[src/rtl/ctok_pkg.sv]
// Shared types, token kind codes, keyword table and byte class functions
// for the C subset tokenizer. No dependencies.
`default_nettype none

package ctok_pkg;

  // Field widths of the token stream
  localparam int CH_W    = 8;
  localparam int KIND_W  = 6;
  localparam int START_W = 24;
  localparam int LEN_W   = 8;

  // Parameter defaults for the top level
  localparam int POS_WIDTH_DEF = 24;
  localparam int MAX_KW_DEF    = 11;

  // Scanner modes (state codes)
  localparam int MODE_W = 2;
  localparam logic [MODE_W-1:0] MODE_IDLE  = 2'd0;
  localparam logic [MODE_W-1:0] MODE_NUM   = 2'd1;
  localparam logic [MODE_W-1:0] MODE_IDENT = 2'd2;
  localparam logic [MODE_W-1:0] MODE_OP    = 2'd3;

  // Token kinds
  localparam logic [KIND_W-1:0] K_END     = 6'd0;
  localparam logic [KIND_W-1:0] K_NUMBER  = 6'd10;
  localparam logic [KIND_W-1:0] K_IDENT   = 6'd11;
  localparam logic [KIND_W-1:0] K_ASSIGN  = 6'd12;
  localparam logic [KIND_W-1:0] K_PLUS    = 6'd14;
  localparam logic [KIND_W-1:0] K_MINUS   = 6'd15;
  localparam logic [KIND_W-1:0] K_STAR    = 6'd16;
  localparam logic [KIND_W-1:0] K_SLASH   = 6'd17;
  localparam logic [KIND_W-1:0] K_PERCENT = 6'd18;
  localparam logic [KIND_W-1:0] K_LT      = 6'd19;
  localparam logic [KIND_W-1:0] K_GT      = 6'd21;
  localparam logic [KIND_W-1:0] K_AND     = 6'd23;
  localparam logic [KIND_W-1:0] K_OR      = 6'd25;
  localparam logic [KIND_W-1:0] K_NOT     = 6'd27;
  localparam logic [KIND_W-1:0] K_XOR     = 6'd29;
  localparam logic [KIND_W-1:0] K_LPAREN  = 6'd30;
  localparam logic [KIND_W-1:0] K_RPAREN  = 6'd31;
  localparam logic [KIND_W-1:0] K_SEMI    = 6'd32;
  localparam logic [KIND_W-1:0] K_LBRACE  = 6'd33;
  localparam logic [KIND_W-1:0] K_RBRACE  = 6'd34;
  localparam logic [KIND_W-1:0] K_COMMA   = 6'd35;
  localparam logic [KIND_W-1:0] K_INVALID = 6'd36;

  // Keyword table; kind of keyword i is i+1.
  // Text is stored byte-reversed so character j sits at bits [8*j +: 8].
  localparam int KW_COUNT  = 9;
  localparam int KW_MAXLEN = 11;
  localparam int KW_LEN_W  = 4;
  localparam logic [8*KW_MAXLEN-1:0] KW_TEXT [KW_COUNT] = '{
    88'("tni"), 88'("tni_nltnirp"), 88'("nruter"), 88'("diov"), 88'("fi"),
    88'("esle"), 88'("elihw"), 88'("eunitnoc"), 88'("kaerb")
  };
  localparam logic [KW_LEN_W-1:0] KW_LEN [KW_COUNT] = '{
    4'd3, 4'd11, 4'd6, 4'd4, 4'd2, 4'd4, 4'd5, 4'd8, 4'd5
  };

  // Output queue geometry
  localparam int OQ_DEPTH = 8;
  localparam int OQ_AW    = 3;
  localparam int OQ_CW    = 4;

  // One token
  typedef struct packed {
    logic               last;
    logic [LEN_W-1:0]   len;
    logic [START_W-1:0] start;
    logic [KIND_W-1:0]  kind;
  } tok_t;

  // Up to two tokens produced by one byte, in order t0 then t1
  typedef struct packed {
    logic [1:0] cnt;
    tok_t       t1;
    tok_t       t0;
  } tok_pair_t;

  function automatic logic is_digit(input logic [CH_W-1:0] c);
    return c inside {["0":"9"]};
  endfunction

  function automatic logic is_alpha(input logic [CH_W-1:0] c);
    return c inside {["a":"z"], ["A":"Z"]};
  endfunction

  function automatic logic is_space(input logic [CH_W-1:0] c);
    return c inside {8'd32, [8'd9:8'd13]};
  endfunction

  function automatic logic is_ident(input logic [CH_W-1:0] c);
    return is_alpha(c) || is_digit(c) || (c == "_");
  endfunction

  // Characters that may pair with the following byte
  function automatic logic holds(input logic [CH_W-1:0] c);
    return c inside {"=", "<", ">", "&", "|", "!"};
  endfunction

  function automatic logic [CH_W-1:0] second_of(input logic [CH_W-1:0] c);
    logic [CH_W-1:0] r;
    case (c)
      "&":     r = "&";
      "|":     r = "|";
      default: r = "=";
    endcase
    return r;
  endfunction

  function automatic logic [KIND_W-1:0] single_op_kind(input logic [CH_W-1:0] c);
    logic [KIND_W-1:0] k;
    case (c)
      "=":     k = K_ASSIGN;
      "+":     k = K_PLUS;
      "-":     k = K_MINUS;
      "*":     k = K_STAR;
      "/":     k = K_SLASH;
      "%":     k = K_PERCENT;
      "<":     k = K_LT;
      ">":     k = K_GT;
      "&":     k = K_AND;
      "|":     k = K_OR;
      "!":     k = K_NOT;
      "^":     k = K_XOR;
      "(":     k = K_LPAREN;
      ")":     k = K_RPAREN;
      ";":     k = K_SEMI;
      "{":     k = K_LBRACE;
      "}":     k = K_RBRACE;
      ",":     k = K_COMMA;
      default: k = K_INVALID;
    endcase
    return k;
  endfunction

endpackage

`default_nettype wire

[src/rtl/ctok_lex.sv]
// Scanner core: input byte register, scanner state, keyword buffer and the
// per-byte token decision. Depends on ctok_pkg.
`default_nettype none

module ctok_lex #(
  parameter int POS_WIDTH       = ctok_pkg::POS_WIDTH_DEF,
  parameter int MAX_KEYWORD_LEN = ctok_pkg::MAX_KW_DEF
) (
  input  wire logic                      clk,
  input  wire logic                      rst,
  input  wire logic                      take,     // byte transfer on the input side
  input  wire logic [ctok_pkg::CH_W-1:0] take_ch,
  input  wire logic                      take_end,
  output logic                           busy,     // a byte sits in the input register
  output ctok_pkg::tok_pair_t            wr        // tokens for the output queue
);

  localparam int KB_AW = $clog2(MAX_KEYWORD_LEN);

  // Input register
  logic                      stage_v;
  logic [ctok_pkg::CH_W-1:0] stage_ch;
  logic                      stage_end;

  // Scanner state
  logic [ctok_pkg::MODE_W-1:0]  mode, mode_next;
  logic [ctok_pkg::CH_W-1:0]    pending_op, pending_op_next;
  logic [ctok_pkg::START_W-1:0] token_start, token_start_next;
  logic [ctok_pkg::LEN_W-1:0]   token_length, token_length_next;
  logic [POS_WIDTH-1:0]         byte_position, byte_position_next;
  logic [ctok_pkg::CH_W-1:0]    keyword_buffer [MAX_KEYWORD_LEN];

  logic                      kb_we;
  logic [KB_AW-1:0]          kb_idx;

  logic [31:0]                  pos_ext;
  logic [ctok_pkg::START_W-1:0] pos_lo;
  logic [ctok_pkg::KIND_W-1:0]  kw_kind;

  ctok_pkg::tok_t flush_tok, new_tok;
  logic           flush_v, new_v;
  logic           cont, pair;

  assign busy    = stage_v;
  assign pos_ext = 32'(byte_position);
  assign pos_lo  = pos_ext[ctok_pkg::START_W-1:0];

  // Input register
  always_ff @(posedge clk) begin
    if (rst) begin
      stage_v <= 1'b0;
    end else begin
      stage_v <= take;
    end
    if (take) begin
      stage_ch  <= take_ch;
      stage_end <= take_end;
    end
  end

  // Keyword match on the buffered identifier, all nine in parallel
  always_comb begin
    logic hit;
    kw_kind = ctok_pkg::K_IDENT;
    for (int i = ctok_pkg::KW_COUNT - 1; i >= 0; i--) begin
      hit = (token_length == ctok_pkg::LEN_W'(ctok_pkg::KW_LEN[i]));
      for (int j = 0; j < ctok_pkg::KW_MAXLEN; j++) begin
        if ((ctok_pkg::KW_LEN_W'(j) < ctok_pkg::KW_LEN[i]) &&
            (keyword_buffer[j] != ctok_pkg::KW_TEXT[i][8*j +: 8])) begin
          hit = 1'b0;
        end
      end
      if (hit) begin
        kw_kind = ctok_pkg::KIND_W'(i + 1);
      end
    end
  end

  // Token closed by the current byte (the open one, if any)
  always_comb begin
    flush_v         = (mode != ctok_pkg::MODE_IDLE);
    flush_tok       = '0;
    flush_tok.start = token_start;
    flush_tok.len   = token_length;
    case (mode)
      ctok_pkg::MODE_NUM:   flush_tok.kind = ctok_pkg::K_NUMBER;
      ctok_pkg::MODE_IDENT: flush_tok.kind = kw_kind;
      ctok_pkg::MODE_OP: begin
        flush_tok.kind = ctok_pkg::single_op_kind(pending_op);
        flush_tok.len  = ctok_pkg::LEN_W'(1);
      end
      default:              flush_tok.kind = ctok_pkg::K_END;
    endcase
  end

  assign cont = ((mode == ctok_pkg::MODE_NUM) && ctok_pkg::is_digit(stage_ch)) ||
                ((mode == ctok_pkg::MODE_IDENT) && ctok_pkg::is_ident(stage_ch));
  assign pair = (mode == ctok_pkg::MODE_OP) &&
                (stage_ch == ctok_pkg::second_of(pending_op));

  // Next state and emitted tokens
  always_comb begin
    mode_next          = mode;
    pending_op_next    = pending_op;
    token_start_next   = token_start;
    token_length_next  = token_length;
    byte_position_next = byte_position;
    kb_we              = 1'b0;
    kb_idx             = token_length[KB_AW-1:0];
    new_v              = 1'b0;
    new_tok            = '0;
    wr                 = '0;

    if (stage_v) begin
      if (stage_end) begin
        // flush, then END at the marker's position; back to reset state
        new_v              = 1'b1;
        new_tok.kind       = ctok_pkg::K_END;
        new_tok.start      = pos_lo;
        mode_next          = ctok_pkg::MODE_IDLE;
        pending_op_next    = '0;
        token_start_next   = '0;
        token_length_next  = '0;
        byte_position_next = '0;
      end else begin
        byte_position_next = byte_position + POS_WIDTH'(1);
        if (pair) begin
          // two-character operator closes alone
          mode_next = ctok_pkg::MODE_IDLE;
        end else if (cont) begin
          if ((mode == ctok_pkg::MODE_IDENT) &&
              (token_length < ctok_pkg::LEN_W'(MAX_KEYWORD_LEN))) begin
            kb_we = 1'b1;
          end
          if (token_length != '1) begin
            token_length_next = token_length + ctok_pkg::LEN_W'(1);
          end
        end else begin
          mode_next     = ctok_pkg::MODE_IDLE;
          new_tok.start = pos_lo;
          new_tok.len   = ctok_pkg::LEN_W'(1);
          if (ctok_pkg::is_space(stage_ch)) begin
            // skipped
          end else if (ctok_pkg::is_digit(stage_ch)) begin
            mode_next         = ctok_pkg::MODE_NUM;
            token_start_next  = pos_lo;
            token_length_next = ctok_pkg::LEN_W'(1);
          end else if (ctok_pkg::is_alpha(stage_ch) || (stage_ch == "_")) begin
            mode_next         = ctok_pkg::MODE_IDENT;
            token_start_next  = pos_lo;
            token_length_next = ctok_pkg::LEN_W'(1);
            kb_we             = 1'b1;
            kb_idx            = '0;
          end else if (ctok_pkg::holds(stage_ch)) begin
            mode_next         = ctok_pkg::MODE_OP;
            pending_op_next   = stage_ch;
            token_start_next  = pos_lo;
            token_length_next = ctok_pkg::LEN_W'(1);
          end else begin
            new_v        = 1'b1;
            new_tok.kind = ctok_pkg::single_op_kind(stage_ch);
          end
        end
      end

      // Pack the results in order, last flag on the final one
      if (pair && !stage_end) begin
        wr.cnt      = 2'd1;
        wr.t0.kind  = ctok_pkg::single_op_kind(pending_op) + ctok_pkg::KIND_W'(1);
        wr.t0.start = token_start;
        wr.t0.len   = ctok_pkg::LEN_W'(2);
        wr.t0.last  = 1'b1;
      end else if (flush_v && (stage_end || !cont)) begin
        wr.t0      = flush_tok;
        wr.t1      = new_tok;
        wr.t1.last = 1'b1;
        wr.t0.last = !new_v;
        wr.cnt     = new_v ? 2'd2 : 2'd1;
      end else if (new_v) begin
        wr.t0      = new_tok;
        wr.t0.last = 1'b1;
        wr.cnt     = 2'd1;
      end
    end
  end

  // Scanner state registers
  always_ff @(posedge clk) begin
    if (rst) begin
      mode          <= ctok_pkg::MODE_IDLE;
      pending_op    <= '0;
      token_start   <= '0;
      token_length  <= '0;
      byte_position <= '0;
    end else begin
      mode          <= mode_next;
      pending_op    <= pending_op_next;
      token_start   <= token_start_next;
      token_length  <= token_length_next;
      byte_position <= byte_position_next;
    end
  end

  // Keyword buffer: first bytes of the open identifier
  always_ff @(posedge clk) begin
    if (kb_we) begin
      keyword_buffer[kb_idx] <= stage_ch;
    end
  end

endmodule

`default_nettype wire

[src/rtl/ctok_oq.sv]
// Output token queue: takes up to two tokens a cycle, hands out one per pop.
// Depends on ctok_pkg.
`default_nettype none

module ctok_oq (
  input  wire logic                   clk,
  input  wire logic                   rst,
  input  wire ctok_pkg::tok_pair_t    wr,
  input  wire logic                   pop,
  output ctok_pkg::tok_t              head,
  output logic [ctok_pkg::OQ_CW-1:0]  occ
);

  ctok_pkg::tok_t mem [ctok_pkg::OQ_DEPTH];

  logic [ctok_pkg::OQ_AW-1:0] wr_ptr, rd_ptr;
  logic [ctok_pkg::OQ_AW-1:0] wr_ptr1;

  assign wr_ptr1 = wr_ptr + ctok_pkg::OQ_AW'(1);
  assign head    = mem[rd_ptr];

  // Storage
  always_ff @(posedge clk) begin
    if (wr.cnt != 2'd0) begin
      mem[wr_ptr] <= wr.t0;
    end
    if (wr.cnt == 2'd2) begin
      mem[wr_ptr1] <= wr.t1;
    end
  end

  // Pointers and fill level
  always_ff @(posedge clk) begin
    if (rst) begin
      wr_ptr <= '0;
      rd_ptr <= '0;
      occ    <= '0;
    end else begin
      wr_ptr <= wr_ptr + ctok_pkg::OQ_AW'(wr.cnt);
      if (pop) begin
        rd_ptr <= rd_ptr + ctok_pkg::OQ_AW'(1);
      end
      occ <= occ + ctok_pkg::OQ_CW'(wr.cnt) - ctok_pkg::OQ_CW'(pop);
    end
  end

endmodule

`default_nettype wire

[src/rtl/c_subset_tokenizer.sv]
// Channel   Dir  Width  Contents
// s_*       in   8+1    source byte (tdata), end of source (tlast)
// m_*       out  40+1   token kind/start/length (tdata), last token of a byte (tlast)
//
// One source byte is taken per cycle while s_tready is high. A byte is held
// in the input register; its tokens (zero, one or two) enter an eight-entry
// queue at the next edge and show on m_* once they reach the head of the queue.
// The queue drains one token per cycle while m_tready is high, so bytes that
// each give two tokens fill it until s_tready drops. It drops when the queue,
// counting the byte in the input register, could not take two more tokens.
// Synchronous reset returns the scanner to offset 0 and empties the queue.
// Top level of the C subset tokenizer. Depends on ctok_pkg, ctok_lex, ctok_oq.
`default_nettype none

module c_subset_tokenizer #(
  parameter int POS_WIDTH       = ctok_pkg::POS_WIDTH_DEF,
  parameter int MAX_KEYWORD_LEN = ctok_pkg::MAX_KW_DEF
) (
  input  wire logic        clk,
  input  wire logic        rst,
  input  wire logic        s_tvalid,
  output logic             s_tready,
  input  wire logic [7:0]  s_tdata,   // [7:0] ch
  input  wire logic        s_tlast,   // is_end
  output logic             m_tvalid,
  input  wire logic        m_tready,
  output logic [39:0]      m_tdata,   // [5:0] token_kind, [29:6] start_res, [37:30] length
  output logic             m_tlast    // last
);

  logic                        take, pop, busy;
  logic [ctok_pkg::OQ_CW:0]    room_need;
  logic [ctok_pkg::OQ_CW-1:0]  occ;
  ctok_pkg::tok_pair_t         wr;
  ctok_pkg::tok_t              head;

  // Space for the byte in flight plus this one, two tokens each
  assign room_need = {1'b0, occ} + (busy ? (ctok_pkg::OQ_CW + 1)'(2) : '0);
  assign s_tready  = (room_need <= (ctok_pkg::OQ_CW + 1)'(ctok_pkg::OQ_DEPTH - 2));
  assign take      = s_tvalid && s_tready;

  ctok_lex #(
    .POS_WIDTH       (POS_WIDTH),
    .MAX_KEYWORD_LEN (MAX_KEYWORD_LEN)
  ) u_lex (
    .clk      (clk),
    .rst      (rst),
    .take     (take),
    .take_ch  (s_tdata),
    .take_end (s_tlast),
    .busy     (busy),
    .wr       (wr)
  );

  ctok_oq u_oq (
    .clk  (clk),
    .rst  (rst),
    .wr   (wr),
    .pop  (pop),
    .head (head),
    .occ  (occ)
  );

  // Output side
  assign m_tvalid = (occ != '0);
  assign pop      = m_tvalid && m_tready;
  assign m_tdata  = {2'b00, head.len, head.start, head.kind};
  assign m_tlast  = head.last;

  // Queue never fills beyond its depth
  a_oq_bound: assert property (@(posedge clk) disable iff (rst)
    occ <= ctok_pkg::OQ_CW'(ctok_pkg::OQ_DEPTH))
    else $error("output queue overflow");

  // End of source always yields at least the END token
  a_end_emits: assert property (@(posedge clk) disable iff (rst)
    take && s_tlast |=> wr.cnt != 2'd0)
    else $error("end of source produced no token");

  // Exactly the final token of a byte carries last
  a_last_mark: assert property (@(posedge clk) disable iff (rst)
    wr.cnt != 2'd0 |-> (wr.cnt == 2'd1 && wr.t0.last) ||
                       (wr.cnt == 2'd2 && wr.t1.last && !wr.t0.last))
    else $error("last flag misplaced");

endmodule

`default_nettype wire
[config.mk]
export PLATFORM = sky130hd
export DESIGN_NAME = c_subset_tokenizer
export DESIGN_NICKNAME = d
export VERILOG_FILES = /design/src/rtl/ctok_pkg.sv /design/src/rtl/ctok_lex.sv /design/src/rtl/ctok_oq.sv /design/src/rtl/c_subset_tokenizer.sv
export SDC_FILE = /design/constraint.sdc
export NUM_CORES = 1
export LEC_CHECK = 0
export ABC_AREA = 0
export BUFFER_PORTS_ARGS = -buffer_cell sky130_fd_sc_hd__buf_4
export CAP_MARGIN = 30
export CORE_MARGIN = 2
export CORE_UTILIZATION = 29
export CTS_CLUSTER_SIZE = 14
export DETAILED_ROUTE_END_ITERATION = 12
export HOLD_SLACK_MARGIN = 0.06
export PLACE_DENSITY_LB_ADDON = 0.12
export SETUP_SLACK_MARGIN = 0.1
export SYNTH_ARGS = -nofsm -noshare
export SYNTH_HDL_FRONTEND = slang
export SYNTH_HIERARCHICAL = 1
export SYNTH_SLANG_ARGS = --single-unit
[constraint.sdc]
create_clock -name clk -period 7 [get_ports clk]
set_clock_uncertainty 0.1 [all_clocks]
set_input_delay 1.05 -clock clk [delete_from_list [all_inputs] [get_ports clk]]
set_output_delay 1.05 -clock clk [all_outputs]
set_load 0.05 [all_outputs]
After elaboration in Yosys (flattened, before gate mapping)
Memory sizes are Yosys's and may differ from the RTL's. A register that Yosys moved wholly into a read port is not among the register bits.
Cells that the tools add are included.
{ "totals": {"output_inout_bits": 43, "register_bits": 86, "ram_bits": 400, "elab_cells": 309, "mem_count": 2} }
{ "op_classes": {"reduce_logical": 33, "eq_ne": 100, "addsub": 9, "mux": 144, "order_cmp": 10} }
{ "mem_list": {"columns": ["memory", "depth", "width", "read_ports", "rd_ports_with_merged_regs", "wr", "line_no", "text"], "rows": [
  ["u_oq.mem", 8, 39, 1, 1, 2, "ctok_oq.sv:14", "ctok_pkg::tok_t mem [ctok_pkg::OQ_DEPTH];"],
  ["u_lex.keyword_buffer", 11, 8, 11, 0, 1, "ctok_lex.sv:31", "logic [ctok_pkg::CH_W-1:0] keyword_buffer [MAX_KEYWORD_LEN];"]
]} }
{ "op_table": {"columns": ["op", "n"], "rows": [
  ["inequality test 8 x 7 -> 1 bit, second input constant", 41],
  ["equality test 8 x 6 -> 1 bit, second input constant", 29],
  ["case mux 6 bit (18 select lines)", 2],
  ["two-way mux 39 bit", 5],
  ["two-way mux 24 bit", 8],
  ["two-way mux 8 bit", 17],
  ["two-way mux 6 bit", 14],
  ["two-way mux 80 bit", 1],
  ["equality test 8 x 7 -> 1 bit, second input constant", 9],
  ["two-way mux 1 bit", 71],
  ["two-way mux 38 bit", 1],
  ["two-way mux 31 bit", 1],
  ["two-way mux 30 bit", 1],
  ["two-way mux 4 bit", 7],
  ["adder 24 x 1 -> 24 bit, second input constant", 1],
  ["equality test 8 x 3 -> 1 bit, second input constant", 3],
  ["two-way mux 2 bit", 12],
  ["case mux 6 bit (3 select lines)", 1],
  ["equality test 8 x 2 -> 1 bit, second input constant", 2],
  ["equality test 8 x 4 -> 1 bit, second input constant", 2],
  ["greater-or-equal comparator 8 x 7 -> 1 bit, second input constant", 2],
  ["less-or-equal comparator 8 x 7 -> 1 bit, second input constant", 2],
  ["case mux 7 bit (2 select lines)", 1],
  ["logical AND 1 bit", 12],
  ["other kinds (30)", 51]
]} }

Depth between registers and ports, before layout
An unclocked memory read counts as a cell.
{ "logic_depth": {"word_depth": 25, "depth_mapped": 19} }

Modules after synthesis
Netlist, hierarchy kept.
{ "by_module_without_submodules": {"columns": ["module", "n_inst", "area_per_inst_um2", "cells_each"], "rows": [
  ["ctok_oq", 1, 16219.3, 880],
  ["ctok_lex", 1, 8709.6, 918],
  ["c_subset_tokenizer", 1, 101.3, 15]
]} }

Least setup slack after synthesis
No wires, ideal clock.
{ "synth_path": {"path_type": "reg2reg", "start": "reg u_lex/stage_ch[1] (netlist name)", "end": "mem u_oq/mem[1][0] (netlist name), enable pin", "path_stages_with_launch": 14, "period_less_slack_ns": 6.387, "n_path_buf": 4, "setup_slack_ns": 0.613, "arrival_time_ns": 5.792, "cell_sequence": "edfxtp_1 buf_6 or4_4 a21oi_2 a211oi_2 nor2b_1 o32a_1 clkbuf_1 clkbuf_1 ha_1 o21a_1 buf_4 o21ai_0 o31ai_1"} }
{ "synth_rtl": {"columns": ["element", "line_no", "text"], "rows": [
  ["start, declared", "ctok_lex.sv:22", "logic [ctok_pkg::CH_W-1:0] stage_ch;"],
  ["start signal, assigned", "ctok_lex.sv:56", "stage_ch <= take_ch;"],
  ["end, declared", "ctok_oq.sv:14", null]
]} }

==> results_dict.tcl <==
set metrics [dict create \
    end_kind "flop" \
    detail-route-antenna-nets 0 \
    synth_seq_cells 489 \
    ir_worst_vdd_uv 213 \
    finalSetupViolCount 0 \
    cts-resized-gates 0 \
    cts_hold_buffers 0 \
    synth_edf_count 409 \
    port_buffers 53 \
    synthFlopType "edfxtp_1" \
    wl_per_cell_um 24.0 \
    ys_types 85 \
    place_ws_ns 1.74 \
    netlist_instances 1813 \
    antenna_found_initial 1 \
    cp_slowest_cell "edfxtp_1" \
    worstPathCellList "nor2b_1 -> nand3_1 -> nor2b_1 -> o32a_1 -> ha_1 -> o21a_1 -> nand4b_1 -> nor2_4 -> buf_12 -> mux2_2" \
    crit_top_cell "nor2b_1" \
    path_buf_inv 1 \
    avgViaCountPerCell 5.13 \
    ff2ff_path_depth 10 \
    min_period_over_period_pct 74.5 \
    grt_pass1_vias 16100 \
    crit_required_ns 7.26 \
    core_um2 85400 \
    antenna_cells 0 \
    max_slew.worst_pin.slew_ns 1.01 \
    clock_latency_ns 0.64 \
    fp.dieW_um 298 \
    grt_usage_pct 16.3 \
    crit_family "simple AND/OR/NAND/NOR gates" \
    final_cell_mix "edfxtp_1 (409), mux2_2 (337), nor2_1 (110)" \
    slew_headroom_pct 32.3 \
    setup_tns_ns 0 \
    hpwl_mm 43.4 \
    cts_tree "done" \
    syn_area_um2 25000 \
    dr.pass1.iters 4 \
    grt_pass1_wl_mm 109 \
    die-area_um2 88700 \
    totalWireLength_mm 72.8 \
    min_period_ns 5.22 \
    timing.rr.end "u_oq/mem[2][2]$_DFFE_PP_" \
    grt_max_degree 58 \
    hold_slack_ns 0.351 \
    hold_start "u_lex/token_start[15]$_SDFFE_PP0P_" \
    grt_setup_unrepaired "no" \
    finalMaxSlewViolations 0 \
    num_vias 15600 \
    clk_pin_slew_ns 0.06 \
    syn_area_per_cell_um2 13.8 \
    clock_path_buffers 3 \
    critical_path.max_stage_delay_ns 0.87 \
    worst_slack_ns 1.78 \
    status "complete, no violations" \
    hold_class "reg -> reg" \
    drt_iter0_drc 989 \
    criticalPathCategory "reg -> reg" \
    fill_cells 8440 \
    hold_depth 2 \
    die-height_um 298 \
    hold_end "u_lex/token_start[15]$_SDFFE_PP0P_" \
    final_core_util_pct 33.6 \
    cts.sinks 489 \
    ys_warn_count 6 \
    max_freq_mhz 192 \
    overflow 0 \
    drv_cap 0 \
    cts-root-buf "clkbuf_16" \
    io_pins 56 \
    gp_congestion 0.776 \
    drive_gt1_share_pct 34.2 \
    multi_input_area_um2 10500 \
    cellLeakagePower_nw 9.35 \
    htreeDepth 2 \
    numCtsBuffers 59 \
    reg2reg_from "u_lex/stage_ch[5]$_DFFE_PP_" \
    regArea_um2 13900 \
    drc_errors 0 \
    regToRegSetupSlack_ns 1.78 \
    synthArstFlopShare_pct 0 \
    initial_core_util_pct 29.3 \
    seq_area_frac_synth_pct 55.5 \
    post-cts-setup-buffers 0 \
    cp.arrival_ns 5.48 \
    syn2layout_area_growth_pct 14.5 \
    final_common_cell "edfxtp_1" \
    fp-row-count 107 \
    start_kind "flop" \
    nNetsFinal 1881 \
    power_density_nw_per_um2 277 \
    path_max_fanout 23 \
    hold_viol 0 \
    power.total_mw 7.93 \
]
## power by group
group          switching, mW  internal, mW  leakage, nW  total (mW)
clock                   1.26          1.76        0.920        3.03
sequential            0.0867          3.24         4.17        3.33
combinational           1.01         0.569         4.26        1.58
## final cells by class
type | count | area share (%)
timing repair buffer | 96 | 2.99
clock buffer | 82 | 5.67
multi-input combinational | 1176 | 36.6
clock inverter | 26 | 0.961
sequential | 489 | 48.5
inverter | 27 | 0.354
tap | 1144 | 4.99
## how the worst max path moves through the flow
| stage | start | to | cells past startpoint |
|---|---|---|---|
| 2_1_floorplan | u_lex/stage_ch[1]$_DFFE_PP_ | u_oq/mem[1][0]$_DFFE_PP_ | 13 |
| 5_1_grt | u_lex/stage_ch[5]$_DFFE_PP_ | u_oq/mem[5][37]$_DFFE_PP_ | 11 |
| 4_1_cts | u_lex/stage_ch[5]$_DFFE_PP_ | u_oq/mem[0][15]$_DFFE_PP_ | 10 |
| 3_3_place_gp | u_lex/stage_ch[5]$_DFFE_PP_ | u_oq/mem[5][24]$_DFFE_PP_ | 11 |
| 6_report | u_lex/stage_ch[5]$_DFFE_PP_ | u_oq/mem[2][2]$_DFFE_PP_ | 10 |
| 3_5_place_dp | u_lex/stage_ch[5]$_DFFE_PP_ | u_oq/mem[4][4]$_DFFE_PP_ | 10 |
## sequential cells by signal, summed over array words and instances (netlist names), named ones only
name / flops
u_lex/busy: 1
u_lex/byte_position: 24
u_lex/keyword_buffer: 88
u_lex/mode: 2
u_lex/pending_op: 8
u_lex/stage_ch: 8
u_lex/stage_end: 1
u_lex/token_length: 8
u_lex/token_start: 24
u_oq/mem: 312
u_oq/occ: 4
u_oq/rd_ptr: 3
u_oq/wr_ptr: 3
## logic make-up after synthesis
| kind of cell | after synthesis | share of synthesized area, % |
|---|---|---|
| flops | 489 | 55.5 |
| simple gates | 488 | 10.8 |
| mux | 437 | 23.3 |
| compound gates | 188 | 4.78 |
| buf+inv | 155 | 3.31 |
| xor+xnor | 35 | 1.28 |
| fa+ha+maj | 19 | 1.01 |
| other cells | 2 | 0.0300 |
## worst reg2reg max path: cells and delay by family, from the launching register on
kind            cells  cell delay [ns]
compound gates      2             0.72
fa+ha+maj           1             0.28
buf+inv             1             0.34
flops               1             0.87
mux                 1             0.39
simple gates        5             2.25
## synth_stat cells (all sizes together), types with 7 or more instances
master,count,area (um2)
nand4b,14,123
nor4bb,9,90.1
mux4,78,1760
a211oi,8,65.1
and3,16,100
dfxtp,80,1600
nor4b,7,67.6
o21a,7,52.6
nand4,17,106
nand3,59,300
edfxtp,409,12300
nand2,82,308
mux2,353,4010
xor2,20,183
and2,34,218
xnor2,15,139
buf,88,578
ha,17,213
nor2,113,429
a22oi,25,188
nor2b,16,100
a21oi,68,348
nand2b,18,113
nor3,33,181
inv,27,101
o31ai,7,52.6
o21ai,34,170
nand3b,11,82.6
clkbuf,40,150
nor3b,8,65.1
nor4,10,62.6
## layer usage
metal  GRT usage (%)  up-vias  part of all wire (%)
li1                -     7092                     -
met1            23.6     8048                    49
met3            2.10       85                   4.0
met4            3.47        2                   1.6
met5               0        -                 0.018
met2            25.9      359                    46
## stage by stage
| step | area (um2) | cells |
|---|---|---|
| 6_report | 28700 | 3040 |
| 5_1_grt | 28700 | 3040 |
| 4_1_cts | 28700 | 3040 |
| 3_3_place_gp | 26700 | 2926 |
| 2_1_floorplan | 25100 | 1820 |
| 3_5_place_dp | 26800 | 2932 |
Note: power is estimated with default switching activity, not from simulation.
